### src/rtl/core/lfpc_pkg.sv
// Shared widths, codes and types for the line follower PID controller.
package lfpc_pkg;

  localparam int SAMPLE_W   = 12;
  localparam int SPEED_W    = 7;
  localparam int GAIN_W     = 16;
  localparam int POWER_W    = 15;
  localparam int PAT_W      = 3;
  localparam int STATUS_W   = 2;
  localparam int ERR_W      = 3;
  localparam int INT_W      = 14;
  localparam int TICK_W     = 8;
  localparam int CFG_IDX_W  = 3;
  localparam int CFG_DATA_W = 16;
  localparam int BASE_W     = 16;

  localparam int HOLD_TICKS_DEF     = 20;
  localparam int LOST_TICKS_DEF     = 90;
  localparam int INTEGRAL_LIMIT_DEF = 4096;
  localparam int SAMPLE_BITS_DEF    = 12;

  localparam logic [POWER_W-1:0] FULL_POWER = POWER_W'(25600);

  localparam logic [8:0] SPEED_MUL_FULL = 9'd256;
  localparam logic [8:0] SPEED_MUL_MID  = 9'd179;
  localparam logic [8:0] SPEED_MUL_LOW  = 9'd77;

  localparam logic [CFG_IDX_W-1:0] REG_LEFT_THR   = 3'd0;
  localparam logic [CFG_IDX_W-1:0] REG_MIDDLE_THR = 3'd1;
  localparam logic [CFG_IDX_W-1:0] REG_RIGHT_THR  = 3'd2;
  localparam logic [CFG_IDX_W-1:0] REG_BASE_SPEED = 3'd3;
  localparam logic [CFG_IDX_W-1:0] REG_KP_GAIN    = 3'd4;
  localparam logic [CFG_IDX_W-1:0] REG_KI_GAIN    = 3'd5;
  localparam logic [CFG_IDX_W-1:0] REG_KD_GAIN    = 3'd6;

  localparam logic [SAMPLE_W-1:0] THR_RESET   = 12'd3276;
  localparam logic [SPEED_W-1:0]  SPEED_RESET = 7'd25;
  localparam logic [GAIN_W-1:0]   KP_RESET    = 16'd3840;
  localparam logic [GAIN_W-1:0]   KI_RESET    = 16'd8;
  localparam logic [GAIN_W-1:0]   KD_RESET    = 16'd179;

  localparam logic [STATUS_W-1:0] RUN_IDLE  = 2'd0;
  localparam logic [STATUS_W-1:0] RUN_DRIVE = 2'd1;
  localparam logic [STATUS_W-1:0] RUN_CROSS = 2'd2;
  localparam logic [STATUS_W-1:0] RUN_LOST  = 2'd3;

  localparam logic [PAT_W-1:0] PAT_NONE       = 3'b000;
  localparam logic [PAT_W-1:0] PAT_RIGHT      = 3'b001;
  localparam logic [PAT_W-1:0] PAT_CENTER     = 3'b010;
  localparam logic [PAT_W-1:0] PAT_MID_RIGHT  = 3'b011;
  localparam logic [PAT_W-1:0] PAT_LEFT       = 3'b100;
  localparam logic [PAT_W-1:0] PAT_SPLIT      = 3'b101;
  localparam logic [PAT_W-1:0] PAT_MID_LEFT   = 3'b110;
  localparam logic [PAT_W-1:0] PAT_ALL        = 3'b111;

  typedef logic signed [ERR_W-1:0] err_t;
  typedef logic signed [INT_W-1:0] integ_t;

  typedef struct packed {
    logic [GAIN_W-1:0]  kp;
    logic [GAIN_W-1:0]  ki;
    logic [GAIN_W-1:0]  kd;
    logic [SPEED_W-1:0] base_speed;
  } pid_cfg_t;

endpackage

### src/rtl/core/lfpc_pid.sv
// PID datapath: base power, integral update and clamped wheel powers.
module lfpc_pid import lfpc_pkg::*; #(
  parameter int INTEGRAL_LIMIT = INTEGRAL_LIMIT_DEF
) (
  input  pid_cfg_t           cfg,
  input  err_t               err,
  input  err_t               prev_err,
  input  integ_t             integ,
  output integ_t             integ_nxt,
  output logic [POWER_W-1:0] left_drive,
  output logic [POWER_W-1:0] right_drive
);

  localparam int PT_W  = 20;
  localparam int IT_W  = 32;
  localparam int DT_W  = 21;
  localparam int ADJ_W = 34;

  localparam logic signed [INT_W:0] LIM_POS = (INT_W+1)'(INTEGRAL_LIMIT);
  localparam logic signed [INT_W:0] LIM_NEG = -LIM_POS;

  logic [8:0]               speed_mul;
  logic [BASE_W-1:0]        base;
  logic signed [INT_W:0]    integ_sum;
  logic signed [INT_W:0]    integ_sat;
  logic signed [ERR_W:0]    deriv;
  logic signed [PT_W-1:0]   p_term;
  logic signed [IT_W-1:0]   i_term;
  logic signed [DT_W-1:0]   d_term;
  logic signed [ADJ_W-1:0]  adj;
  logic signed [ADJ_W-1:0]  base_ext;
  logic signed [ADJ_W-1:0]  left_raw;
  logic signed [ADJ_W-1:0]  right_raw;

  function automatic logic [POWER_W-1:0] clamp_power(input logic signed [ADJ_W-1:0] v);
    logic [POWER_W-1:0] res;
    if (v < 0) begin
      res = '0;
    end else if (v > $signed({{(ADJ_W-POWER_W){1'b0}}, FULL_POWER})) begin
      res = FULL_POWER;
    end else begin
      res = v[POWER_W-1:0];
    end
    return res;
  endfunction

  always_comb begin
    if (err == '0) begin
      speed_mul = SPEED_MUL_FULL;
    end else if (err == err_t'(1) || err == err_t'(-1)) begin
      speed_mul = SPEED_MUL_MID;
    end else begin
      speed_mul = SPEED_MUL_LOW;
    end
  end

  assign base = BASE_W'(cfg.base_speed) * BASE_W'(speed_mul);

  assign integ_sum = {integ[INT_W-1], integ} + {{(INT_W+1-ERR_W){err[ERR_W-1]}}, err};

  always_comb begin
    if (integ_sum > LIM_POS) begin
      integ_sat = LIM_POS;
    end else if (integ_sum < LIM_NEG) begin
      integ_sat = LIM_NEG;
    end else begin
      integ_sat = integ_sum;
    end
  end

  assign integ_nxt = (err == '0) ? '0 : integ_sat[INT_W-1:0];

  assign deriv = {err[ERR_W-1], err} - {prev_err[ERR_W-1], prev_err};

  assign p_term = PT_W'($signed({1'b0, cfg.kp})) * PT_W'(err);
  assign i_term = IT_W'($signed({1'b0, cfg.ki})) * IT_W'(integ_nxt);
  assign d_term = DT_W'($signed({1'b0, cfg.kd})) * DT_W'(deriv);

  assign adj = ADJ_W'(p_term) + ADJ_W'(i_term) + ADJ_W'(d_term);
  assign base_ext = $signed({{(ADJ_W-BASE_W){1'b0}}, base});

  assign left_raw  = base_ext - adj;
  assign right_raw = base_ext + adj;

  assign left_drive  = clamp_power(left_raw);
  assign right_drive = clamp_power(right_raw);

endmodule

### src/rtl/core/line_follower_pid_controller_unit.sv
// Top level of the three-sensor PID line follower controller.
// Pipeline: an input register, then a result register; a stalled output holds both.
// Throughput: one transaction per cycle while out_ready drains the result register.
// Reset: synchronous active-low rst_n clears the run state to idle, errors and counts to zero,
// and loads the configuration registers with their default values.
module line_follower_pid_controller_unit import lfpc_pkg::*; #(
  parameter int HOLD_TICKS     = HOLD_TICKS_DEF,
  parameter int LOST_TICKS     = LOST_TICKS_DEF,
  parameter int INTEGRAL_LIMIT = INTEGRAL_LIMIT_DEF,
  parameter int SAMPLE_BITS    = SAMPLE_BITS_DEF
) (
  input  logic                  clk,
  input  logic                  rst_n,
  input  logic                  cfg_we,
  input  logic [CFG_IDX_W-1:0]  cfg_index,
  input  logic [CFG_DATA_W-1:0] cfg_wdata,
  input  logic                  in_valid,
  output logic                  in_ready,
  input  logic                  in_restart,
  input  logic [SAMPLE_W-1:0]   in_left_sample,
  input  logic [SAMPLE_W-1:0]   in_middle_sample,
  input  logic [SAMPLE_W-1:0]   in_right_sample,
  output logic                  out_valid,
  input  logic                  out_ready,
  output logic [POWER_W-1:0]    out_left_drive,
  output logic [POWER_W-1:0]    out_right_drive,
  output logic [PAT_W-1:0]      out_line_pattern,
  output logic [STATUS_W-1:0]   out_run_status
);

  localparam int CMP_BITS = (SAMPLE_BITS < SAMPLE_W) ? SAMPLE_BITS : SAMPLE_W;
  localparam logic [TICK_W-1:0] HOLD_LIM = TICK_W'(HOLD_TICKS);
  localparam logic [TICK_W-1:0] LOST_LIM = TICK_W'(LOST_TICKS);
  localparam integ_t INT_LIM = INT_W'(INTEGRAL_LIMIT);

  logic [SAMPLE_W-1:0] left_thr_r, middle_thr_r, right_thr_r;
  logic [SPEED_W-1:0]  base_speed_r;
  logic [GAIN_W-1:0]   kp_r, ki_r, kd_r;
  pid_cfg_t            pid_cfg;

  logic                s1_valid_r, s1_valid_nxt;
  logic                s1_restart_r;
  logic [SAMPLE_W-1:0] s1_left_r, s1_middle_r, s1_right_r;
  logic                s1_adv;

  err_t                cur_err_r, cur_err_nxt;
  err_t                prev_err_r, prev_err_nxt;
  integ_t              integ_r, integ_nxt;
  logic                all_act_r, all_act_nxt;
  logic [TICK_W-1:0]   all_ticks_r, all_ticks_nxt;
  logic                lost_act_r, lost_act_nxt;
  logic [TICK_W-1:0]   lost_ticks_r, lost_ticks_nxt;
  logic [STATUS_W-1:0] phase_r, phase_nxt;

  logic                out_valid_r, out_valid_nxt;
  logic [POWER_W-1:0]  out_left_r, out_left_nxt;
  logic [POWER_W-1:0]  out_right_r, out_right_nxt;
  logic [PAT_W-1:0]    out_pat_r;
  logic [STATUS_W-1:0] out_status_r;

  logic [PAT_W-1:0]    pat;
  err_t                eff_err, eff_prev, err_sel;
  integ_t              eff_integ, pid_integ;
  logic                eff_all_act, eff_lost_act;
  logic [TICK_W-1:0]   eff_all_ticks, eff_lost_ticks, tick_inc;
  logic [STATUS_W-1:0] eff_phase;
  logic                stopped;
  logic [POWER_W-1:0]  pid_left, pid_right;

  always_ff @(posedge clk) begin
    if (!rst_n) begin
      left_thr_r   <= THR_RESET;
      middle_thr_r <= THR_RESET;
      right_thr_r  <= THR_RESET;
      base_speed_r <= SPEED_RESET;
      kp_r         <= KP_RESET;
      ki_r         <= KI_RESET;
      kd_r         <= KD_RESET;
    end else if (cfg_we) begin
      unique case (cfg_index)
        REG_LEFT_THR:   left_thr_r   <= cfg_wdata[SAMPLE_W-1:0];
        REG_MIDDLE_THR: middle_thr_r <= cfg_wdata[SAMPLE_W-1:0];
        REG_RIGHT_THR:  right_thr_r  <= cfg_wdata[SAMPLE_W-1:0];
        REG_BASE_SPEED: base_speed_r <= cfg_wdata[SPEED_W-1:0];
        REG_KP_GAIN:    kp_r         <= cfg_wdata[GAIN_W-1:0];
        REG_KI_GAIN:    ki_r         <= cfg_wdata[GAIN_W-1:0];
        REG_KD_GAIN:    kd_r         <= cfg_wdata[GAIN_W-1:0];
        default: ;
      endcase
    end
  end

  assign pid_cfg = '{kp: kp_r, ki: ki_r, kd: kd_r, base_speed: base_speed_r};

  assign s1_adv       = s1_valid_r && (!out_valid_r || out_ready);
  assign in_ready     = !s1_valid_r || s1_adv;
  assign s1_valid_nxt = (in_valid && in_ready) ? 1'b1 : (s1_adv ? 1'b0 : s1_valid_r);

  always_ff @(posedge clk) begin
    if (!rst_n) begin
      s1_valid_r <= 1'b0;
    end else begin
      s1_valid_r <= s1_valid_nxt;
    end
  end

  always_ff @(posedge clk) begin
    if (in_valid && in_ready) begin
      s1_restart_r <= in_restart;
      s1_left_r    <= in_left_sample;
      s1_middle_r  <= in_middle_sample;
      s1_right_r   <= in_right_sample;
    end
  end

  assign pat[2] = s1_left_r[CMP_BITS-1:0]   > left_thr_r[CMP_BITS-1:0];
  assign pat[1] = s1_middle_r[CMP_BITS-1:0] > middle_thr_r[CMP_BITS-1:0];
  assign pat[0] = s1_right_r[CMP_BITS-1:0]  > right_thr_r[CMP_BITS-1:0];

  assign eff_phase      = s1_restart_r ? RUN_DRIVE : phase_r;
  assign eff_err        = s1_restart_r ? err_t'(0) : cur_err_r;
  assign eff_prev       = s1_restart_r ? err_t'(0) : prev_err_r;
  assign eff_integ      = s1_restart_r ? integ_t'(0) : integ_r;
  assign eff_all_act    = s1_restart_r ? 1'b0 : all_act_r;
  assign eff_all_ticks  = s1_restart_r ? '0 : all_ticks_r;
  assign eff_lost_act   = s1_restart_r ? 1'b0 : lost_act_r;
  assign eff_lost_ticks = s1_restart_r ? '0 : lost_ticks_r;

  always_comb begin
    unique case (pat)
      PAT_CENTER:    err_sel = err_t'(0);
      PAT_SPLIT:     err_sel = err_t'(0);
      PAT_MID_LEFT:  err_sel = err_t'(1);
      PAT_LEFT:      err_sel = err_t'(2);
      PAT_MID_RIGHT: err_sel = err_t'(-1);
      PAT_RIGHT:     err_sel = err_t'(-2);
      default:       err_sel = eff_err;
    endcase
  end

  lfpc_pid #(
    .INTEGRAL_LIMIT(INTEGRAL_LIMIT)
  ) u_pid (
    .cfg        (pid_cfg),
    .err        (err_sel),
    .prev_err   (eff_prev),
    .integ      (eff_integ),
    .integ_nxt  (pid_integ),
    .left_drive (pid_left),
    .right_drive(pid_right)
  );

  always_comb begin
    cur_err_nxt    = eff_err;
    prev_err_nxt   = eff_prev;
    integ_nxt      = eff_integ;
    all_act_nxt    = eff_all_act;
    all_ticks_nxt  = eff_all_ticks;
    lost_act_nxt   = eff_lost_act;
    lost_ticks_nxt = eff_lost_ticks;
    phase_nxt      = eff_phase;
    out_left_nxt   = '0;
    out_right_nxt  = '0;
    stopped        = 1'b0;
    tick_inc       = '0;
    if (eff_phase == RUN_DRIVE) begin
      if (pat == PAT_ALL) begin
        if (!eff_all_act) begin
          all_act_nxt   = 1'b1;
          all_ticks_nxt = '0;
        end else begin
          tick_inc      = (eff_all_ticks == '1) ? eff_all_ticks : eff_all_ticks + 1'b1;
          all_ticks_nxt = tick_inc;
          if (tick_inc > HOLD_LIM) begin
            phase_nxt = RUN_CROSS;
            stopped   = 1'b1;
          end
        end
      end else begin
        all_act_nxt = 1'b0;
      end
      if (!stopped) begin
        if (pat == PAT_NONE) begin
          if (!eff_lost_act) begin
            lost_act_nxt   = 1'b1;
            lost_ticks_nxt = '0;
          end else begin
            lost_ticks_nxt = (eff_lost_ticks == '1) ? eff_lost_ticks
                                                   : eff_lost_ticks + 1'b1;
          end
          if (lost_ticks_nxt > LOST_LIM) begin
            phase_nxt = RUN_LOST;
            stopped   = 1'b1;
          end
        end else begin
          lost_act_nxt = 1'b0;
        end
      end
      if (!stopped) begin
        cur_err_nxt   = err_sel;
        prev_err_nxt  = err_sel;
        integ_nxt     = pid_integ;
        out_left_nxt  = pid_left;
        out_right_nxt = pid_right;
      end
    end
  end

  always_ff @(posedge clk) begin
    if (!rst_n) begin
      cur_err_r    <= '0;
      prev_err_r   <= '0;
      integ_r      <= '0;
      all_act_r    <= 1'b0;
      all_ticks_r  <= '0;
      lost_act_r   <= 1'b0;
      lost_ticks_r <= '0;
      phase_r      <= RUN_IDLE;
    end else if (s1_adv) begin
      cur_err_r    <= cur_err_nxt;
      prev_err_r   <= prev_err_nxt;
      integ_r      <= integ_nxt;
      all_act_r    <= all_act_nxt;
      all_ticks_r  <= all_ticks_nxt;
      lost_act_r   <= lost_act_nxt;
      lost_ticks_r <= lost_ticks_nxt;
      phase_r      <= phase_nxt;
    end
  end

  assign out_valid_nxt = s1_adv ? 1'b1 : (out_ready ? 1'b0 : out_valid_r);

  always_ff @(posedge clk) begin
    if (!rst_n) begin
      out_valid_r <= 1'b0;
    end else begin
      out_valid_r <= out_valid_nxt;
    end
  end

  always_ff @(posedge clk) begin
    if (s1_adv) begin
      out_left_r   <= out_left_nxt;
      out_right_r  <= out_right_nxt;
      out_pat_r    <= pat;
      out_status_r <= phase_nxt;
    end
  end

  assign out_valid        = out_valid_r;
  assign out_left_drive   = out_left_r;
  assign out_right_drive  = out_right_r;
  assign out_line_pattern = out_pat_r;
  assign out_run_status   = out_status_r;

`ifndef SYNTHESIS
  a_idle_zero_power: assert property (@(posedge clk) disable iff (!rst_n)
    out_valid_r && out_status_r != RUN_DRIVE |-> out_left_r == '0 && out_right_r == '0)
    else $error("nonzero wheel power outside a driving run");

  a_power_limit: assert property (@(posedge clk) disable iff (!rst_n)
    out_valid_r |-> out_left_r <= FULL_POWER && out_right_r <= FULL_POWER)
    else $error("wheel power above full scale");

  a_integ_bound: assert property (@(posedge clk) disable iff (!rst_n)
    integ_r <= INT_LIM && integ_r >= -INT_LIM)
    else $error("error integral outside its limit");

  a_stop_holds: assert property (@(posedge clk) disable iff (!rst_n)
    s1_adv && !s1_restart_r && phase_r != RUN_DRIVE |=> phase_r == $past(phase_r))
    else $error("run phase left a stopped state without restart");

  a_no_state_move: assert property (@(posedge clk) disable iff (!rst_n)
    !s1_adv |=> $stable(phase_r) && $stable(integ_r) && $stable(cur_err_r))
    else $error("controller state changed without a transaction");
`endif

endmodule
### config.mk
export PLATFORM = sky130hd
export DESIGN_NAME = line_follower_pid_controller_unit
export DESIGN_NICKNAME = d
export VERILOG_FILES = /design/src/rtl/core/lfpc_pkg.sv /design/src/rtl/core/lfpc_pid.sv /design/src/rtl/core/line_follower_pid_controller_unit.sv
export SDC_FILE = /design/constraint.sdc
export NUM_CORES = 2
export LEC_CHECK = 0
export ABC_AREA = 1
export BUFFER_PORTS_ARGS = -buffer_cell sky130_fd_sc_hd__buf_2
export CAP_MARGIN = 20
export CORE_AREA = 8 8 220 222
export CTS_CLUSTER_SIZE = 16
export DETAILED_ROUTE_END_ITERATION = 10
export DIE_AREA = 0 0 228 230
export GPL_TIMING_DRIVEN = 0
export HOLD_SLACK_MARGIN = 0.1
export PLACE_DENSITY_LB_ADDON = 0.05
export SLEW_MARGIN = 20
export SYNTH_ARGS = -nofsm -noshare
export SYNTH_HDL_FRONTEND = slang
export SYNTH_SLANG_ARGS = --single-unit
export TNS_END_PERCENT = 30
### constraint.sdc
create_clock -name clk -period 15.2 [get_ports clk]
set_input_delay 0.76 -clock clk [delete_from_list [all_inputs] [get_ports clk]]
set_output_delay 0.76 -clock clk [all_outputs]
set_load 0.02 [all_outputs]
After elaboration in Yosys (flattened, before gate mapping)
Index checks and enable logic that the tools add are counted.

storage, ports and cells
  output and inout bits = 37
  bits in registers = 205
  logic and storage cells = 151

operators by class
  reduce and logical (&&, ||, !) cells = 24
  muxes and demuxes = 58
  bitwise logic cells = 1
  multipliers = 4
  eq/ne operators = 18
  add/subtract/negate cells = 8
  magnitude comparators = 11

operator list
  kind                    number
  $mux W8                 15
  $mux W14                6
  $gt A34 B16 Y1 const B  2
  $lt A34 B1 Y1 const B   2
  $gt A12 B12 Y1          3
  $add A17 B34 Y34        1
  $sub A17 B34 Y34        1
  $add A32 B21 Y33        1
  $add A20 B31 Y32        1
  $mul A17 B14 Y31        1
  $mux W15                2
  $eq A3 B3 Y1 const B    7
  $mul A17 B4 Y21         1
  $mul A17 B3 Y20         1
  $mux W1                 19
  $mux W3                 6
  $add A8 B1 Y8 const B   2
  $eq A8 B8 Y1 const B    2
  $mul A7 B9 Y16          1
  $mux W2                 8
  $add A14 B3 Y15         1
  $eq A3 B2 Y1 const B    5
  $gt A15 B14 Y1 const B  1
  $lt A15 B13 Y1 const B  1
  17 further kinds        34

Depth between registers and ports, before layout
  word-level depth = 17
  depth in mapped cells = 77
  depth with buffers taken out = 73

Hierarchy
From an unflattened synthesis, not the netlist that was laid out.

second synthesis, totals
  cell total of the unflattened synthesis = 3,827
  area total of the unflattened synthesis = 28,377.2 um2

by module, submodules not included
  module                             cells each  instances  area an instance (um2)  sequential area each (um2)
  lfpc_pid                           2,655       1          18,969.4                0.0
  line_follower_pid_controller_unit  1,172       1          9,407.8                 4,824.6

Least setup slack after synthesis
Ideal clock, no wire load.

  path type = reg2reg
  from = reg s1_right_r[11]
  to = reg out_right_r[11] (netlist: out_right_drive[11]) (data pin)
  slack = 3.759 ns
  arrival time = 11.181 ns
  stages on the path, launching flop included = 70
  required time = 14.940 ns
  buffers on the path = 5
  path through = edfxtp_1 -> ha_1 -> nand2_1 -> nor2_1 -> inv_1 -> nor2_1 -> nand4_1 -> nand2_1 -> nand3_1 -> nand2_1 -> nand2_1 -> nand2_2 -> inv_1 -> clkbuf_1 -> ha_1 -> fa_1 -> nand3_1 -> nand2_1 -> [34 not listed] -> nand2_1 -> nor4_1 -> nand2_1 -> nand2_1 -> nand3_2 -> nor2_4 -> nand3_4 -> nor2_4 -> nand4_1 -> nand2_1 -> inv_1 -> nand2_1 -> nor2_2 -> nand3_1 -> nand3_2 -> nand2_2 -> buf_6 -> nor2_2

on the way
  word-level cells in the longest chain between the ends = 15
  elaborated cells between the ends (all ways) = 39
  classes of those cells = add/sub: 5; mul: 4; order compare: 5; eq/ne: 9; mux: 11; reduce/logical: 5

RTL lines
  what                                             RTL line                                  source
  start: declaration                               line_follower_pid_controller_unit.sv:43   logic [SAMPLE_W-1:0] s1_left_r, s1_middle_r, s1_right_r;
  start signal: assignment                         line_follower_pid_controller_unit.sv:112  s1_right_r <= in_right_sample;
  $gt A12 B12 Y1 *                                 line_follower_pid_controller_unit.sv:118  assign pat[0] = s1_right_r[CMP_BITS-1:0] > right_thr_r[CMP_BITS-1:0];
  $eq A3 B3 Y1 or $eq A3 B2 Y1 (tied branches)     line_follower_pid_controller_unit.sv:130  unique case (pat)
  $reduce_or A2 Y1 (no line)                       --
  $pmux W3 S5                                      line_follower_pid_controller_unit.sv:130
  $add A14 B3 Y15                                  lfpc_pid.sv:59                            assign integ_sum = {integ[INT_W-1], integ} + {{(INT_W+1-ERR_W){err[ERR_W-1]}}, err};
  $lt A15 B13 Y1                                   lfpc_pid.sv:64                            end else if (integ_sum < LIM_NEG) begin
  $mux W14                                         lfpc_pid.sv:64
  $mux W14                                         lfpc_pid.sv:62                            if (integ_sum > LIM_POS) begin
  $mux W14                                         lfpc_pid.sv:71                            assign integ_nxt = (err == '0) ? '0 : integ_sat[INT_W-1:0];
  $mul A17 B14 Y31                                 lfpc_pid.sv:76                            assign i_term = IT_W'($signed({1'b0, cfg.ki})) * IT_W'(integ_nxt);
  $add A20 B31 Y32                                 lfpc_pid.sv:79                            assign adj = ADJ_W'(p_term) + ADJ_W'(i_term) + ADJ_W'(d_term);
  $add A32 B21 Y33                                 lfpc_pid.sv:79
  $add A17 B34 Y34                                 lfpc_pid.sv:83                            assign right_raw = base_ext + adj;
  $gt A34 B16 Y1 or $lt A34 B1 Y1 (tied branches)  lfpc_pid.sv:39, lfpc_pid.sv:37
  $reduce_or A4 Y1 (no line)                       --
  end signal: assignment                           line_follower_pid_controller_unit.sv:244  out_right_r <= out_right_nxt;
  end: declaration                                 line_follower_pid_controller_unit.sv:57   logic [POWER_W-1:0] out_right_r, out_right_nxt;

Mark *: on every way between the ends. The rest lies on a longest branch, timed or not. The select of a mux whose other input is x is not followed.
A chain may end at the register's enable or synchronous reset.

Worst setup path after layout
  from = reg s1_left_r[9]
  to = reg out_right_r[5] (netlist: out_right_drive[5]) (data pin)

on the way
  word-level cells in the longest chain between the ends = 15
  elaborated cells between the ends (all ways) = 39
  classes of those cells = add/sub: 5; mul: 4; order compare: 5; eq/ne: 9; mux: 11; reduce/logical: 5

RTL lines
  what                                             RTL line                                  source
  start: declaration                               line_follower_pid_controller_unit.sv:43
  start signal: assignment                         line_follower_pid_controller_unit.sv:110  s1_left_r <= in_left_sample;
  $gt A12 B12 Y1 *                                 line_follower_pid_controller_unit.sv:116  assign pat[2] = s1_left_r[CMP_BITS-1:0] > left_thr_r[CMP_BITS-1:0];
  net pat[2]                                       line_follower_pid_controller_unit.sv:61   logic [PAT_W-1:0] pat;
  $eq A3 B3 Y1 or $eq A3 B2 Y1 (tied branches)     line_follower_pid_controller_unit.sv:130
  $reduce_or A2 Y1 (no line)                       --
  $pmux W3 S5                                      line_follower_pid_controller_unit.sv:130
  $add A14 B3 Y15                                  lfpc_pid.sv:59
  $lt A15 B13 Y1                                   lfpc_pid.sv:64
  $mux W14                                         lfpc_pid.sv:64
  $mux W14                                         lfpc_pid.sv:62
  $mux W14                                         lfpc_pid.sv:71
  $mul A17 B14 Y31                                 lfpc_pid.sv:76
  $add A20 B31 Y32                                 lfpc_pid.sv:79
  $add A32 B21 Y33                                 lfpc_pid.sv:79
  $add A17 B34 Y34                                 lfpc_pid.sv:83
  $gt A34 B16 Y1 or $lt A34 B1 Y1 (tied branches)  lfpc_pid.sv:39, lfpc_pid.sv:37
  $reduce_or A4 Y1 (no line)                       --

The timed path passes the listed nets; every way through them passes the cells marked *. The select of a mux whose other input is x is not followed.

==> metrics <==
outcome=finished clean; area of the multi-input gates=18710 sq um; PostCTS Resize Cnt=0; number of enable flip-flop cells after synthesis=72; vias in the first global route=23950; CP dominant cell by count=nand2_1; # hold bufs at CTS=0; dominant synthesized flop cell=dfxtp_1; placed cell area=28340 sq um; routed length per instance=17.76 um; detailed router's first-iteration violation count=1386; crit path max fanout=12; unrepaired setup endpoints after global routing=false; share of cells above drive strength 1=7.580%; Max-Cap Viols=0; DIE AREA=52440 sq um; Placer Congestion=0.9614; clk slew on worst S/H paths=0.06 ns; crit path launch=s1_left_r[9]$_DFFE_PP_; post-route cell area=29180 sq um; PortBufs=97; setup bufs post-CTS=0; RR Startpoint=s1_left_r[9]$_DFFE_PP_; H-Tree Depth=1; number of setup violations in the final report=0; slew at the pin with the worst max-slew slack=1.175 ns; GRT Residual Overflow=0; Tcrit/Tclk final=93.64%; Nets=4342; DR vias=23328; Final Hold Fails=0; initial core utilization=60.32%; Post-Syn Instances=3563; Syn Area/Cell=7.600 sq um; Setup TNS=0 ns; global-route wire length before repair=123200 um; CORE AREA=44890 sq um; CP peak stage delay=0.70 ns; die width=228 um; Seq/Total Area, Yosys=17.82%; DR pass1 iterations=7; Area growth, synth to finish=7.754%; DRC violations left=0; CTS tree=yes; most common cell after layout, fill and taps aside=inv_1; Yosys warnings=0; fillers=3971; Clk Latency, worst-skew pair=0.57 ns; Hold Startpoint=in_right_sample[5]; most frequent cells in the layout=inv_1 (819), nand2_1 (672), nor2_1 (401), fa_1 (342), ha_1 (251); WP data arrival=14.65 ns; Netlist cell types=53; Post-Syn Nets=4217; #FFs+latches synth=205; Crit Path Class=flip-flop to flip-flop; CP required=15.62 ns; CTS Root Cell=clkbuf_16; met3 usage=5.787%; Detailed Place HPWL=64330 um; I/O Pins=98; Die Ht=230 um; Worst Hold Class=primary input to flip-flop; All-Layer GR Usage=29.10%; CTS Buf Count=25; DR vias/cell=5.415; GR Layer Usage met2=49.96%; Slew HR=21.65%; GR Util met1=35.24%; Post-Synthesis Cell Area=27080 sq um; startpoint types=flip-flop; # rows=78; DRT Wirelength=76530 um; fraction of registers with async set/reset=0%; Slew Limit Fails=0; largest net degree at the start of global routing=38; antenna viol nets, final=0; clk buf depth=3; initial antenna violation count=4; CP Capture Type=flip-flop; skew final=0.02195 ns; critical path's slowest cell=nor2_1; clk sink count=205; minimum clock period after layout=14.23 ns; Top Usage Layer GRT=met2; post-layout util=64.99%; fmax=70.26 MHz; Sequential Area=4825 sq um
## layer usage
layer / up-vias / part of all wire, %
met2: 864 / 47
met3: 199 / 8.2
li1: 11110 / -
met1: 11149 / 39
met4: 6 / 5.1
met5: - / 0.042
## state kept, by name, summed over array words and instances (netlist names), 7 cells and up
name and flops:
s1_middle_r 12, kp_r 16, all_ticks_r 8, base_speed_r 7, integ_r 14, ki_r 16
right_thr_r 12, kd_r 16, s1_left_r 12, lost_ticks_r 8, out_right_drive 15, out_left_drive 15
left_thr_r 12, middle_thr_r 12, s1_right_r 12
## final cells by class
class	count	area share (%)
inverters	845	10.87
well taps	600	2.573
multi-input cells	2426	64.13
clock inverters	11	0.4202
clock buffers	35	2.427
flip-flops and latches	205	16.54
repair buffers	98	1.732
plain buffers	87	1.304
diodes	1	0.008576
## cells by family after synthesis
group / Yosys count / synth area share (%)
and+or+nand+nor: 1350 / 21.20
buffers and inverters: 932 / 13.11
adders and majority gates: 593 / 36.88
AOI/OAI and AO/OA: 395 / 8.068
DFF: 205 / 17.82
xor gates and xnor gates: 88 / 2.916
## critical path: cells and delay by family (launching register included)
| family | cells | cell delay [ns] |
|---|---|---|
| DFF | 1 | 0.39 |
| adders and majority gates | 11 | 4.69 |
| AOI/OAI and AO/OA | 2 | 0.37 |
| and+or+nand+nor | 39 | 5.93 |
| buffers and inverters | 14 | 2.29 |
| xor gates and xnor gates | 2 | 0.36 |
## synth_stat cells, types with 23 or more instances
| master | count | area share, % |
|---|---|---|
| xor2_1 | 72 | 2.3 |
| o211ai_1 | 25 | 0.69 |
| nor2_1 | 402 | 5.6 |
| ha_1 | 251 | 12 |
| nand3_1 | 108 | 2.0 |
| nand4_1 | 41 | 0.95 |
| buf_2 | 23 | 0.43 |
| dfxtp_1 | 133 | 9.8 |
| clkbuf_1 | 47 | 0.65 |
| a21oi_1 | 177 | 3.3 |
| o21ai_0 | 136 | 2.5 |
| inv_1 | 820 | 11 |
| fa_1 | 342 | 25 |
| nor2_2 | 31 | 0.72 |
| edfxtp_1 | 72 | 8.0 |
| nand2_1 | 672 | 9.3 |
## stage by stage
step	hold slack, ns	worst slack [ns]	instances
after floorplan	0.4353	3.759	3563
after global placement	0.4502	1.138	4260
after detailed placement	0.4572	0.9673	4261
after CTS	0.3517	0.9238	4307
after global routing	0.3586	0.03846	4308
final	0.3666	0.9665	4308
## path summary, 6_finish.rpt
| kind | to | slack, ns | depth (start not counted) |
|---|---|---|---|
| worst max-delay path | out_right_drive[5]$_SDFFCE_PP0P_ | 0.97 | 68 |
| worst min-delay path | s1_right_r[5]$_DFFE_PP_ | 0.37 | 1 |
| worst max register to register | out_right_drive[5]$_SDFFCE_PP0P_ | 0.97 | 68 |
| worst min register to register | left_thr_r[4]$_SDFFE_PN0P_ | 0.47 | 2 |
Power is left out: the tool's default activity adds up to more than one toggle a clock period on the data nets, which glitch-free logic cannot reach.
